===== config.mk =====
export PLATFORM = sky130hd
export DESIGN_NAME = lcd_init_opcode_interpreter
export DESIGN_NICKNAME = d
export VERILOG_FILES = /design/src/rtl/core/lcdi_pkg.sv /design/src/rtl/core/lcdi_front.sv /design/src/rtl/core/lcdi_queue.sv /design/src/rtl/core/lcdi_back.sv /design/src/rtl/core/lcd_init_opcode_interpreter.sv
export SDC_FILE = /design/constraint.sdc
export NUM_CORES = 1
export LEC_CHECK = 0
export ABC_AREA = 1
export BUFFER_PORTS_ARGS = -buffer_cell sky130_fd_sc_hd__clkbuf_2
export CAP_MARGIN = 40
export CORE_MARGIN = 2
export CORE_UTILIZATION = 55
export CTS_BUF_LIST = sky130_fd_sc_hd__clkbuf_4
export CTS_CLUSTER_DIAMETER = 100
export DETAILED_ROUTE_END_ITERATION = 16
export PLACE_DENSITY = 0.72
export SYNTH_ARGS = -nofsm -noshare
export SYNTH_HDL_FRONTEND = slang
export SYNTH_HIERARCHICAL = 1
export SYNTH_SLANG_ARGS = --single-unit

===== constraint.sdc =====
create_clock -name clk -period 3.01 [get_ports clk]
set_input_delay 0.1505 -clock clk [delete_from_list [all_inputs] [get_ports clk]]
set_output_delay 0.1505 -clock clk [all_outputs]
set_load 0.02 [all_outputs]

===== src/rtl/core/lcdi_pkg.sv =====
`timescale 1ns / 1ps

package lcdi_pkg;

  // opcodes of the init table
  localparam logic [7:0] OP_SEL_LO = 8'd0;
  localparam logic [7:0] OP_CMD    = 8'd1;
  localparam logic [7:0] OP_RUN    = 8'd6;
  localparam logic [7:0] OP_CMD_D1 = 8'd7;
  localparam logic [7:0] OP_CMD_D2 = 8'd8;
  localparam logic [7:0] OP_SEL_HI = 8'd11;
  localparam logic [7:0] OP_DELAY  = 8'd12;

  // result actions
  typedef enum logic [1:0] {
    ACT_SEND  = 2'd0,
    ACT_SELLO = 2'd1,
    ACT_SELHI = 2'd2,
    ACT_DELAY = 2'd3
  } action_t;

  // most results one table byte can cause
  localparam int unsigned MAX_RES = 3;

  typedef struct packed {
    logic [7:0] table_byte;
    logic       end_of_table;
  } item_t;

  typedef struct packed {
    logic [1:0] action;
    logic       is_data;
    logic [7:0] value;
    logic       last_of_run;
  } result_t;

  // results of one table byte, as they travel from parser to emitter
  typedef struct packed {
    logic [1:0]                cnt;
    result_t [MAX_RES-1:0]     res;
  } group_t;

  // parser phases
  typedef enum logic [9:0] {
    PH_IDLE   = 10'b0000000001,
    PH_CMD1   = 10'b0000000010,
    PH_LEN6   = 10'b0000000100,
    PH_DATA6  = 10'b0000001000,
    PH_C7_CMD = 10'b0000010000,
    PH_C7_DAT = 10'b0000100000,
    PH_C8_CMD = 10'b0001000000,
    PH_C8_D1  = 10'b0010000000,
    PH_C8_D2  = 10'b0100000000,
    PH_DELAY  = 10'b1000000000
  } phase_t;

endpackage


===== src/rtl/core/lcdi_front.sv =====
`timescale 1ns / 1ps

module lcdi_front
  import lcdi_pkg::*;
(
  input  logic   clk,
  input  logic   rst,
  input  logic   item_valid,
  input  item_t  item,
  output logic   item_stall,
  input  logic   grp_full,
  output logic   grp_push,
  output group_t grp
);

  phase_t     phase, phase_next;
  logic [7:0] bytes_left, bytes_left_next;
  logic [7:0] held_command, held_command_next;
  logic [7:0] held_first_data, held_first_data_next;
  logic [7:0] left_dec;
  logic       accept;
  logic [7:0] b;

  assign b          = item.table_byte;
  assign item_stall = grp_full;
  assign accept     = item_valid && !grp_full;
  assign left_dec   = bytes_left - 8'd1;

  // decode one byte into its results and the next phase
  always_comb begin
    phase_next           = PH_IDLE;
    bytes_left_next      = bytes_left;
    held_command_next    = held_command;
    held_first_data_next = held_first_data;
    grp                  = '0;
    unique case (phase)
      PH_CMD1: begin
        grp.cnt    = 2'd1;
        grp.res[0] = '{ACT_SEND, 1'b0, b, 1'b0};
      end
      PH_LEN6: begin
        bytes_left_next = b;
        phase_next      = (b != 8'd0) ? PH_DATA6 : PH_IDLE;
      end
      PH_DATA6: begin
        grp.cnt         = 2'd1;
        grp.res[0]      = '{ACT_SEND, 1'b1, b, 1'b0};
        bytes_left_next = left_dec;
        phase_next      = (left_dec != 8'd0) ? PH_DATA6 : PH_IDLE;
      end
      PH_C7_CMD: begin
        held_command_next = b;
        phase_next        = PH_C7_DAT;
      end
      PH_C7_DAT: begin
        grp.cnt    = 2'd2;
        grp.res[0] = '{ACT_SEND, 1'b0, held_command, 1'b0};
        grp.res[1] = '{ACT_SEND, 1'b1, b, 1'b0};
      end
      PH_C8_CMD: begin
        held_command_next = b;
        phase_next        = PH_C8_D1;
      end
      PH_C8_D1: begin
        held_first_data_next = b;
        phase_next           = PH_C8_D2;
      end
      PH_C8_D2: begin
        grp.cnt    = 2'd3;
        grp.res[0] = '{ACT_SEND, 1'b0, held_command, 1'b0};
        grp.res[1] = '{ACT_SEND, 1'b1, held_first_data, 1'b0};
        grp.res[2] = '{ACT_SEND, 1'b1, b, 1'b0};
      end
      PH_DELAY: begin
        grp.cnt    = 2'd1;
        grp.res[0] = '{ACT_DELAY, 1'b0, b, 1'b0};
      end
      default: begin
        // idle, and any phase code that means nothing: read an opcode
        unique case (b)
          OP_SEL_LO: begin
            grp.cnt    = 2'd1;
            grp.res[0] = '{ACT_SELLO, 1'b0, 8'd0, 1'b0};
          end
          OP_SEL_HI: begin
            grp.cnt    = 2'd1;
            grp.res[0] = '{ACT_SELHI, 1'b0, 8'd0, 1'b0};
          end
          OP_CMD:    phase_next = PH_CMD1;
          OP_RUN:    phase_next = PH_LEN6;
          OP_CMD_D1: phase_next = PH_C7_CMD;
          OP_CMD_D2: phase_next = PH_C8_CMD;
          OP_DELAY:  phase_next = PH_DELAY;
          default:   phase_next = PH_IDLE;
        endcase
      end
    endcase

    // flag the final result of this byte
    case (grp.cnt)
      2'd1:    grp.res[0].last_of_run = 1'b1;
      2'd2:    grp.res[1].last_of_run = 1'b1;
      2'd3:    grp.res[2].last_of_run = 1'b1;
      default: ;
    endcase

    // end of table drops any open operation
    if (item.end_of_table) begin
      phase_next      = PH_IDLE;
      bytes_left_next = 8'd0;
    end
  end

  assign grp_push = accept && (grp.cnt != 2'd0);

  // parser state
  always_ff @(posedge clk) begin
    if (rst) begin
      phase           <= PH_IDLE;
      bytes_left      <= 8'd0;
      held_command    <= 8'd0;
      held_first_data <= 8'd0;
    end else if (accept) begin
      phase           <= phase_next;
      bytes_left      <= bytes_left_next;
      held_command    <= held_command_next;
      held_first_data <= held_first_data_next;
    end
  end

endmodule


===== src/rtl/core/lcdi_queue.sv =====
`timescale 1ns / 1ps

module lcdi_queue
  import lcdi_pkg::*;
#(
  parameter int unsigned DEPTH = 4
) (
  input  logic   clk,
  input  logic   rst,
  input  logic   push,
  input  group_t push_data,
  input  logic   pop,
  output group_t head,
  output logic   empty,
  output logic   full
);

  localparam int unsigned AW = (DEPTH > 1) ? $clog2(DEPTH) : 1;
  localparam int unsigned CW = $clog2(DEPTH + 1);

  group_t          mem [DEPTH];
  logic [AW-1:0]   wr_ptr, rd_ptr;
  logic [CW-1:0]   count;

  assign empty = (count == '0);
  assign full  = (count == CW'(DEPTH));
  assign head  = mem[rd_ptr];

  // entry storage
  always_ff @(posedge clk) begin
    if (push) begin
      mem[wr_ptr] <= push_data;
    end
  end

  // pointers and fill count
  always_ff @(posedge clk) begin
    if (rst) begin
      wr_ptr <= '0;
      rd_ptr <= '0;
      count  <= '0;
    end else begin
      if (push) begin
        wr_ptr <= (wr_ptr == AW'(DEPTH - 1)) ? '0 : wr_ptr + 1'b1;
      end
      if (pop) begin
        rd_ptr <= (rd_ptr == AW'(DEPTH - 1)) ? '0 : rd_ptr + 1'b1;
      end
      if (push && !pop) begin
        count <= count + 1'b1;
      end else if (pop && !push) begin
        count <= count - 1'b1;
      end
    end
  end

endmodule


===== src/rtl/core/lcdi_back.sv =====
`timescale 1ns / 1ps

module lcdi_back
  import lcdi_pkg::*;
(
  input  logic    clk,
  input  logic    rst,
  input  logic    grp_empty,
  input  group_t  grp_head,
  output logic    grp_pop,
  output logic    result_valid,
  output result_t result,
  input  logic    result_stall
);

  logic [1:0] idx;
  logic       load;
  logic       take;
  logic       at_end;

  // output register is free when empty or being taken this cycle
  assign load    = !result_valid || !result_stall;
  assign take    = load && !grp_empty;
  assign at_end  = (idx == (grp_head.cnt - 2'd1));
  assign grp_pop = take && at_end;

  // walk through the results of the head group, one beat a cycle while the output is free
  always_ff @(posedge clk) begin
    if (rst) begin
      result_valid <= 1'b0;
      idx          <= 2'd0;
    end else if (load) begin
      result_valid <= !grp_empty;
      if (take) begin
        idx <= at_end ? 2'd0 : idx + 2'd1;
      end
    end
  end

  // result payload
  always_ff @(posedge clk) begin
    if (take) begin
      result <= grp_head.res[idx];
    end
  end

endmodule


===== src/rtl/core/lcd_init_opcode_interpreter.sv =====
`timescale 1ns / 1ps
// channel   valid          stall          payload
// item      item_valid     item_stall     item   (table_byte, end_of_table)
// result    result_valid   result_stall   result (action, is_data, value, last_of_run)
//
// one table byte is taken every cycle while the group queue has room
// a byte causing n results leaves them one beat per cycle while result_stall is low, so the
// result side sets the rate; bytes with no result put nothing on the emitter
// item_stall is high only while the group queue (QDEPTH entries) is full
// synchronous reset puts the parser back to idle and empties queue and output

module lcd_init_opcode_interpreter
  import lcdi_pkg::*;
#(
  parameter int unsigned QDEPTH = 4
) (
  input  logic    clk,
  input  logic    rst,
  input  logic    item_valid,
  input  item_t   item,
  output logic    item_stall,
  output logic    result_valid,
  output result_t result,
  input  logic    result_stall
);

  group_t push_grp, head_grp;
  logic   push, pop, q_empty, q_full;

  // parser
  lcdi_front u_front (
    .clk        (clk),
    .rst        (rst),
    .item_valid (item_valid),
    .item       (item),
    .item_stall (item_stall),
    .grp_full   (q_full),
    .grp_push   (push),
    .grp        (push_grp)
  );

  // group queue between parser and emitter
  lcdi_queue #(
    .DEPTH (QDEPTH)
  ) u_queue (
    .clk       (clk),
    .rst       (rst),
    .push      (push),
    .push_data (push_grp),
    .pop       (pop),
    .head      (head_grp),
    .empty     (q_empty),
    .full      (q_full)
  );

  // emitter
  lcdi_back u_back (
    .clk          (clk),
    .rst          (rst),
    .grp_empty    (q_empty),
    .grp_head     (head_grp),
    .grp_pop      (pop),
    .result_valid (result_valid),
    .result       (result),
    .result_stall (result_stall)
  );

endmodule


# Yosys cells after proc, flatten, opt, wreduce, memory -nomap -nowiden
# Memories as Yosys holds them, arrays and structs flattened. A register that Yosys moved wholly into a read port is not among the register bits.
# Cells that the tools add are included.
[totals] regBits=56 latch_bits=0 mem_bits_rw=136 rom_bits=0 in_bits=13 out_inout_bits=14 word_cells=101 n_memories=1
[classes] add_sub_neg=7 n_mul=0 n_div=0 order_cmp=1 eq_ne=22 shift=0 muxes=27 n_bitwise=0 n_reduce_logical=30
[mem_list] name="u_queue.mem" words=4 word_bits=34 rd=1 rd_ports_with_merged_regs=1 wr=1 line="lcdi_queue.sv:21" source="group_t mem [DEPTH];"
[ops] cell="one-hot mux 10 bit (6 select lines)" count=1
[ops] cell="one-hot mux 12 bit (5 select lines)" count=1
[ops] cell="one-hot mux 10 bit (5 select lines)" count=1
[ops] cell="binary-select mux 12 bit (select 2 bit)" count=1
[ops] cell="equality test 8 x 4 -> 1 bit, second input constant" count=3
[ops] cell="one-hot mux 12 bit (2 select lines)" count=1
[ops] cell="2-to-1 mux 10 bit" count=2
[ops] cell="one-hot mux 10 bit (2 select lines)" count=1
[ops] cell="equality test 8 x 3 -> 1 bit, second input constant" count=2
[ops] cell="one-hot mux 8 bit (2 select lines)" count=1
[ops] cell="nonzero test 8 bit" count=2
[ops] cell="2-to-1 mux 12 bit" count=1
[ops] cell="equality test 10 bit, second input constant" count=1
[ops] cell="equality test 10 x 2 -> 1 bit, second input constant" count=1
[ops] cell="equality test 10 x 3 -> 1 bit, second input constant" count=1
[ops] cell="equality test 10 x 4 -> 1 bit, second input constant" count=1
[ops] cell="equality test 10 x 5 -> 1 bit, second input constant" count=1
[ops] cell="equality test 10 x 6 -> 1 bit, second input constant" count=1
[ops] cell="equality test 10 x 7 -> 1 bit, second input constant" count=1
[ops] cell="equality test 10 x 8 -> 1 bit, second input constant" count=1
[ops] cell="equality test 10 x 9 -> 1 bit, second input constant" count=1
[ops] cell="2-to-1 mux 2 bit" count=5
[ops] cell="equality test 2 bit, second input constant" count=4
[ops] cell="equality test 8 x 1 -> 1 bit, second input constant" count=1
[ops] cell="25 further kinds" count=51

# Longest topological paths before layout
[logic_depth] ltp_word=10 ltp_mapped=21 depth_no_buf=21

# Hierarchy
# The synthesis kept the hierarchy.
[by_module_without_submodules] module="lcdi_queue" n_inst=1 cells_per_inst=427 area_per_inst_um2=6108.4 seq_area_each_um2=4744.6
[by_module_without_submodules] module="lcdi_front" n_inst=1 cells_per_inst=361 area_per_inst_um2=2384.8 seq_area_each_um2=680.7
[by_module_without_submodules] module="lcdi_back" n_inst=1 cells_per_inst=95 area_per_inst_um2=789.5 seq_area_each_um2=420.4

# Worst setup path after synthesis
# OpenSTA, ideal clock, no wires.
[synth_path] path_kind="register -> register" startpoint="register u_front.phase[5]" endpoint="memory u_queue/mem[0][0] in the netlist's numbering (enable)" setup_time_ns=0.393 arrival_time_ns=2.130 t_required_ns=2.617 slack_ns=0.488 stages_incl_launch_ff=13 n_path_buf=1 synth_period_minus_slack_ns=2.522 cell_sequence="dfxtp_1 -> nor2_2 -> nand2_4 -> nor2_2 -> nand2_1 -> buf_4 -> inv_1 -> nor2_1 -> nand3_2 -> nand2_1 -> inv_1 -> nand2_1 -> inv_1"
[synth_via] elab_chain_cells=7 elab_cells_between_ends=16 classes_between="9 x eq/ne; 3 x mux; 4 x reduce/logical"
[synth_rtl] item="start: declaration" line="lcdi_front.sv:16" source="phase_t phase, phase_next;"
[synth_rtl] item="start signal: assignment" line="lcdi_front.sv:124" source="phase <= phase_next;"
[synth_rtl] item="equality test 10 x 3 -> 1 bit (tied with other cells)" line="lcdi_front.sv:36" source="unique case (phase)"
[synth_rtl] item="OR reduction 4 bit (no line) or OR reduction 3 bit (tied branches)"
[synth_rtl] item="one-hot mux 2 bit (4 select lines) *" line="lcdi_front.sv:36"
[synth_rtl] item="nonzero test 2 bit *" line="lcdi_front.sv:114" source="assign grp_push = accept && (grp.cnt != 2'd0);"
[synth_rtl] item="logical AND 1 bit *" line="lcdi_front.sv:114"
[synth_rtl] item="via push" line="lcd_init_opcode_interpreter.sv:28" source="logic push, pop, q_empty, q_full;"
[synth_rtl] item="2-to-1 mux 1 bit *" line="lcdi_queue.sv:31" source="if (push) begin"
[synth_rtl] item="2-to-1 mux 1 bit (implied by the code) *" line="lcdi_queue.sv:32" source="mem[wr_ptr] <= push_data;"
[synth_rtl] item="end: declaration" line="lcdi_queue.sv:21"
# The timed path passes the listed nets; every way through them passes the cells marked *.

# Worst setup path in the final report
[layout_path] startpoint="register u_front.phase[5]" endpoint="register u_queue.count[2]"
[layout_via] elab_chain_cells=8 elab_cells_between_ends=19 classes_between="9 x eq/ne; 2 x mux; 8 x reduce/logical"
[layout_rtl] item="equality test 10 x 3 -> 1 bit (tied with other cells)" line="lcdi_front.sv:36"
[layout_rtl] item="OR reduction 4 bit (no line) or OR reduction 3 bit (tied branches)"
[layout_rtl] item="one-hot mux 2 bit (4 select lines) *" line="lcdi_front.sv:36"
[layout_rtl] item="nonzero test 2 bit *" line="lcdi_front.sv:114"
[layout_rtl] item="logical AND 1 bit *" line="lcdi_front.sv:114"
[layout_rtl] item="via push" line="lcd_init_opcode_interpreter.sv:28"
[layout_rtl] item="logical NOT 1 bit" line="lcdi_queue.sv:51" source="end else if (pop && !push) begin"
[layout_rtl] item="logical AND 1 bit" line="lcdi_queue.sv:51"
[layout_rtl] item="nonzero test 2 bit (no line)"
[layout_rtl] item="end signal: assignment" line="lcdi_queue.sv:50" source="count <= count + 1'b1;"
[layout_rtl] item="end signal: assignment" line="lcdi_queue.sv:52" source="count <= count - 1'b1;"
[layout_rtl] item="end: declaration" line="lcdi_queue.sv:23" source="logic [CW-1:0] count;"
# Marked as above.
# A chain may end at the register's enable or synchronous reset.

==> metrics.cfg <==
[placed_design]
place_congestion = 0.901
dp_hpwl_mm = 12.1
port_buffers = 26

[timing]
clock.fmax_mhz = 373
fin_tns_setup_ns = 0
tightest_slew_ns = 0.606
drv_slew = 0
setup_viol = 0
slew_headroom = 0.596
fin_crit_ns = 2.68
clock_skew_ns = 0.0241
period_share = 0.892
rsz0062_at_grt = no
hold_violations = 0

[synthesis]
avgSynthCellArea_um2 = 10.5
synthesis.area_um2 = 9280
yosys.area.top_type = edfxtp_1
synthMostInstantiatedCell = edfxtp_1
ys_dominant_reg_cell = edfxtp_1
synth_commonest_cells = 164 x edfxtp_1, 151 x nor2_1, 100 x o21ai_0
synthTopCellsByArea = edfxtp_1 53%, dfxtp_1 9.9%, nor2_1 6.1%, o21ai_0 5.4%, nand2_1 3.8%
synth-async-reset-ratio = 0
synth.distinct_cells = 42
seq_area_frac_synth = 0.630
ys_ff_latch = 210
netlist_instances = 883
synth_edf_count = 164
yosys_warnings = 6
synth_top_cell_area_share = 0.531

[detailed_routing]
drt_first_pass_iters = 6
drc = 0
totalWireLength_mm = 20.1
ant_nets = 0
initialDrtViolationCount = 480
viasPerCell = 5.48
vias = 6638
routedWlPerCell_um = 16.6

[layout]
multi_input_area_um2 = 2860
fillerInstances = 1328
syn2layout_area_growth_pct = 11.8
final_util = 0.628
layout-drive-gt1-share = 0.189
nets = 971
regArea_um2 = 5850

[critical_path]
reg2reg_depth = 19
crit_chain = nor2_2 -> nand2_4 -> nor2_2 -> nand2_1 -> buf_4 -> inv_1 -> nor2_1 -> nand3_2 -> nand2_1 -> inv_1 -> ha_1 -> inv_1 -> fa_1 -> inv_1 -> nand2_1 -> nand3_1 -> nand2_1 -> inv_1 -> nor2_1
start_kind = register
arrival_ns = 3.24
r2r-end = u_queue/count[2]
path_buf_inv = 6
r2r_setup_slack_ns = 0.33
slowest_delay_ns = 0.38
critPathCaptureType = register
critical-path-top-delay-family = simple AND/OR/NAND/NOR gates
cp_common_cell = inv_1
path_class = reg -> reg
required_ns = 3.56
r2r-start = u_front/phase[5]
path_max_fanout = 19
critical_path.slowest_cell = fa_1

[clock_network]
cts_buffer_depth = 3
cts_sinks = 210
cts_buffers = 50
cts.clk_slew.worst_paths_ns = 0.06
cts_tree = built
clk_latency_ns = 0.65
root_buffer = clkbuf_4
h-tree-depth = 2

[job]
maxCapViolCount = 0

[global_route]
grt_start_max_net_pins = 55
track_usage = 0.232
grt_overflow = 0
grt_pass1_vias = 6330
antenna_found_initial = 1
grt_pass1_wl_mm = 32.2

[power_and_ir_drop]
power_frac_comb = 0.189
worst_ir_drop_vdd_mv = 0.376
p_clk_frac = 0.332
swShare = 0.297
p_leak_nw = 3.88
p_seq_frac = 0.479
power_w = 0.00698
power.density_nw_per_um2 = 673
internal-power_w = 0.00490
p_sw_w = 0.00208

[worst_hold_path]
hp-class = in -> reg
whs_path_depth = 2
hold_end = u_front/phase[9]
hold_start = rst

[die]
fp.dieH_um = 134
die_w_um = 134
start_util = 0.562
rows = 47
pin_count = 27
die_area_um2 = 17900
core_um2 = 16500

[status]
status = finished, final reports clean

cells in the final DEF (no fill, tap or decap), drive strengths merged, types with 6 or more instances in the layout:
cell type	instances
edfxtp	164
nor2	163
o21ai	118
clkbuf	109
nand2	104
inv	72
o22ai	46
dfxtp	46
nand3	38
a21oi	31
buf	20
a211oi	16
dlygate4sd3	11
clkinv	10
nor3	9
ha	8
nand4	8
o211ai	6
worst reg2reg max path: stages (launching register included):
cell and delay, ns:
dfxtp_1 0.35, nor2_2 0.19, nand2_4 0.09, nor2_2 0.14
nand2_1 0.10, buf_4 0.22, inv_1 0.14, nor2_1 0.10
nand3_2 0.08, nand2_1 0.05, inv_1 0.18, ha_1 0.20
inv_1 0.06, fa_1 0.38, inv_1 0.07, nand2_1 0.06
nand3_1 0.07, nand2_1 0.05, inv_1 0.04, nor2_1 0.03
worst max-delay path by stage:
stage / start / end / slack (ns) / depth (start not counted)
finish: u_front/phase[5] / u_queue/count[2] / 0.33 / 19
CTS: u_front/phase[5] / u_queue/count[2] / 0.32 / 19
detailed placement: u_front/phase[5] / u_queue/count[2] / 0.34 / 19
global placement: u_front/phase[5] / u_queue/count[2] / 0.43 / 19
floorplan: u_front/phase[5] / u_queue/mem[0][0] / 0.49 / 12
global route: u_front/phase[5] / u_queue/count[2] / 0.01 / 19
per-stage QoR:
stage	setup WS (ns)	cells	hold slack, ns	area [um^2]
3_3_place_gp	0.430	1106	0.450	9600
3_5_place_dp	0.343	1106	0.455	9600
5_1_grt	0.0114	1211	0.0433	10400
2_1_floorplan	0.488	886	0.220	9290
4_1_cts	0.317	1210	0.0325	10400
6_report	0.326	1211	0.0699	10400
timing repair:
action,4_1_cts,5_1_grt
hold buffers,11,0
buffers inserted,0,0
hold endpoints to repair,31,0
gates resized for setup,0,0
layout make-up:
type / instances / area share
clock buffers: 83 / 0.0601
diodes: 1 / 0.000241
well taps: 220 / 0.0265
multi-input cells: 557 / 0.276
inverters: 73 / 0.0273
flip-flops and latches: 210 / 0.564
clock inverters: 10 / 0.00410
repair buffers: 57 / 0.0425
per-layer routing:
| layer | up-vias | wire length, um | GRT usage |
|---|---|---|---|
| met1 | 3104 | 8870 | 0.316 |
| met4 | 0 | 367 | 0.0816 |
| met3 | 31 | 1690 | 0.0582 |
| met5 | - | 0 | 0 |
| met2 | 246 | 9140 | 0.366 |
| li1 | 3257 | - | - |
registers in the layout, indices dropped and copies added, names as in the netlist, named ones only:
signal,flops
u_front/held_command,8
u_back/result,12
u_front/phase,10
u_back/idx,2
u_queue/wr_ptr,2
u_queue/count,3
u_queue/mem,152
u_back/result_valid,1
u_front/bytes_left,8
u_front/held_first_data,8
u_queue/rd_ptr,2
kinds of logic (layout without fill, tap and decap cells):
group,count (synthesis),count (layout),share of synthesized area
buffers and inverters,119,223,0.0633
other,1,5,0.000404
flip-flops,210,210,0.630
AND/OR/NAND/NOR,325,325,0.155
adder cells (fa/ha/maj),9,9,0.0129
XOR/XNOR,2,2,0.00189
AO/OA/AOI/OAI,217,217,0.136
power groups by stage:
stage | Sequential, W | Combinational, W | Clock (W)
after floorplan | 0.00350 | 0.000871 | 0
after global placement | 0.00340 | 0.00128 | 0
after detailed placement | 0.00341 | 0.00130 | 0
after CTS | 0.00334 | 0.00132 | 0.00238
after global routing | 0.00335 | 0.00146 | 0.00255
final | 0.00334 | 0.00132 | 0.00232
Note: power is estimated with default switching activity, not from simulation.
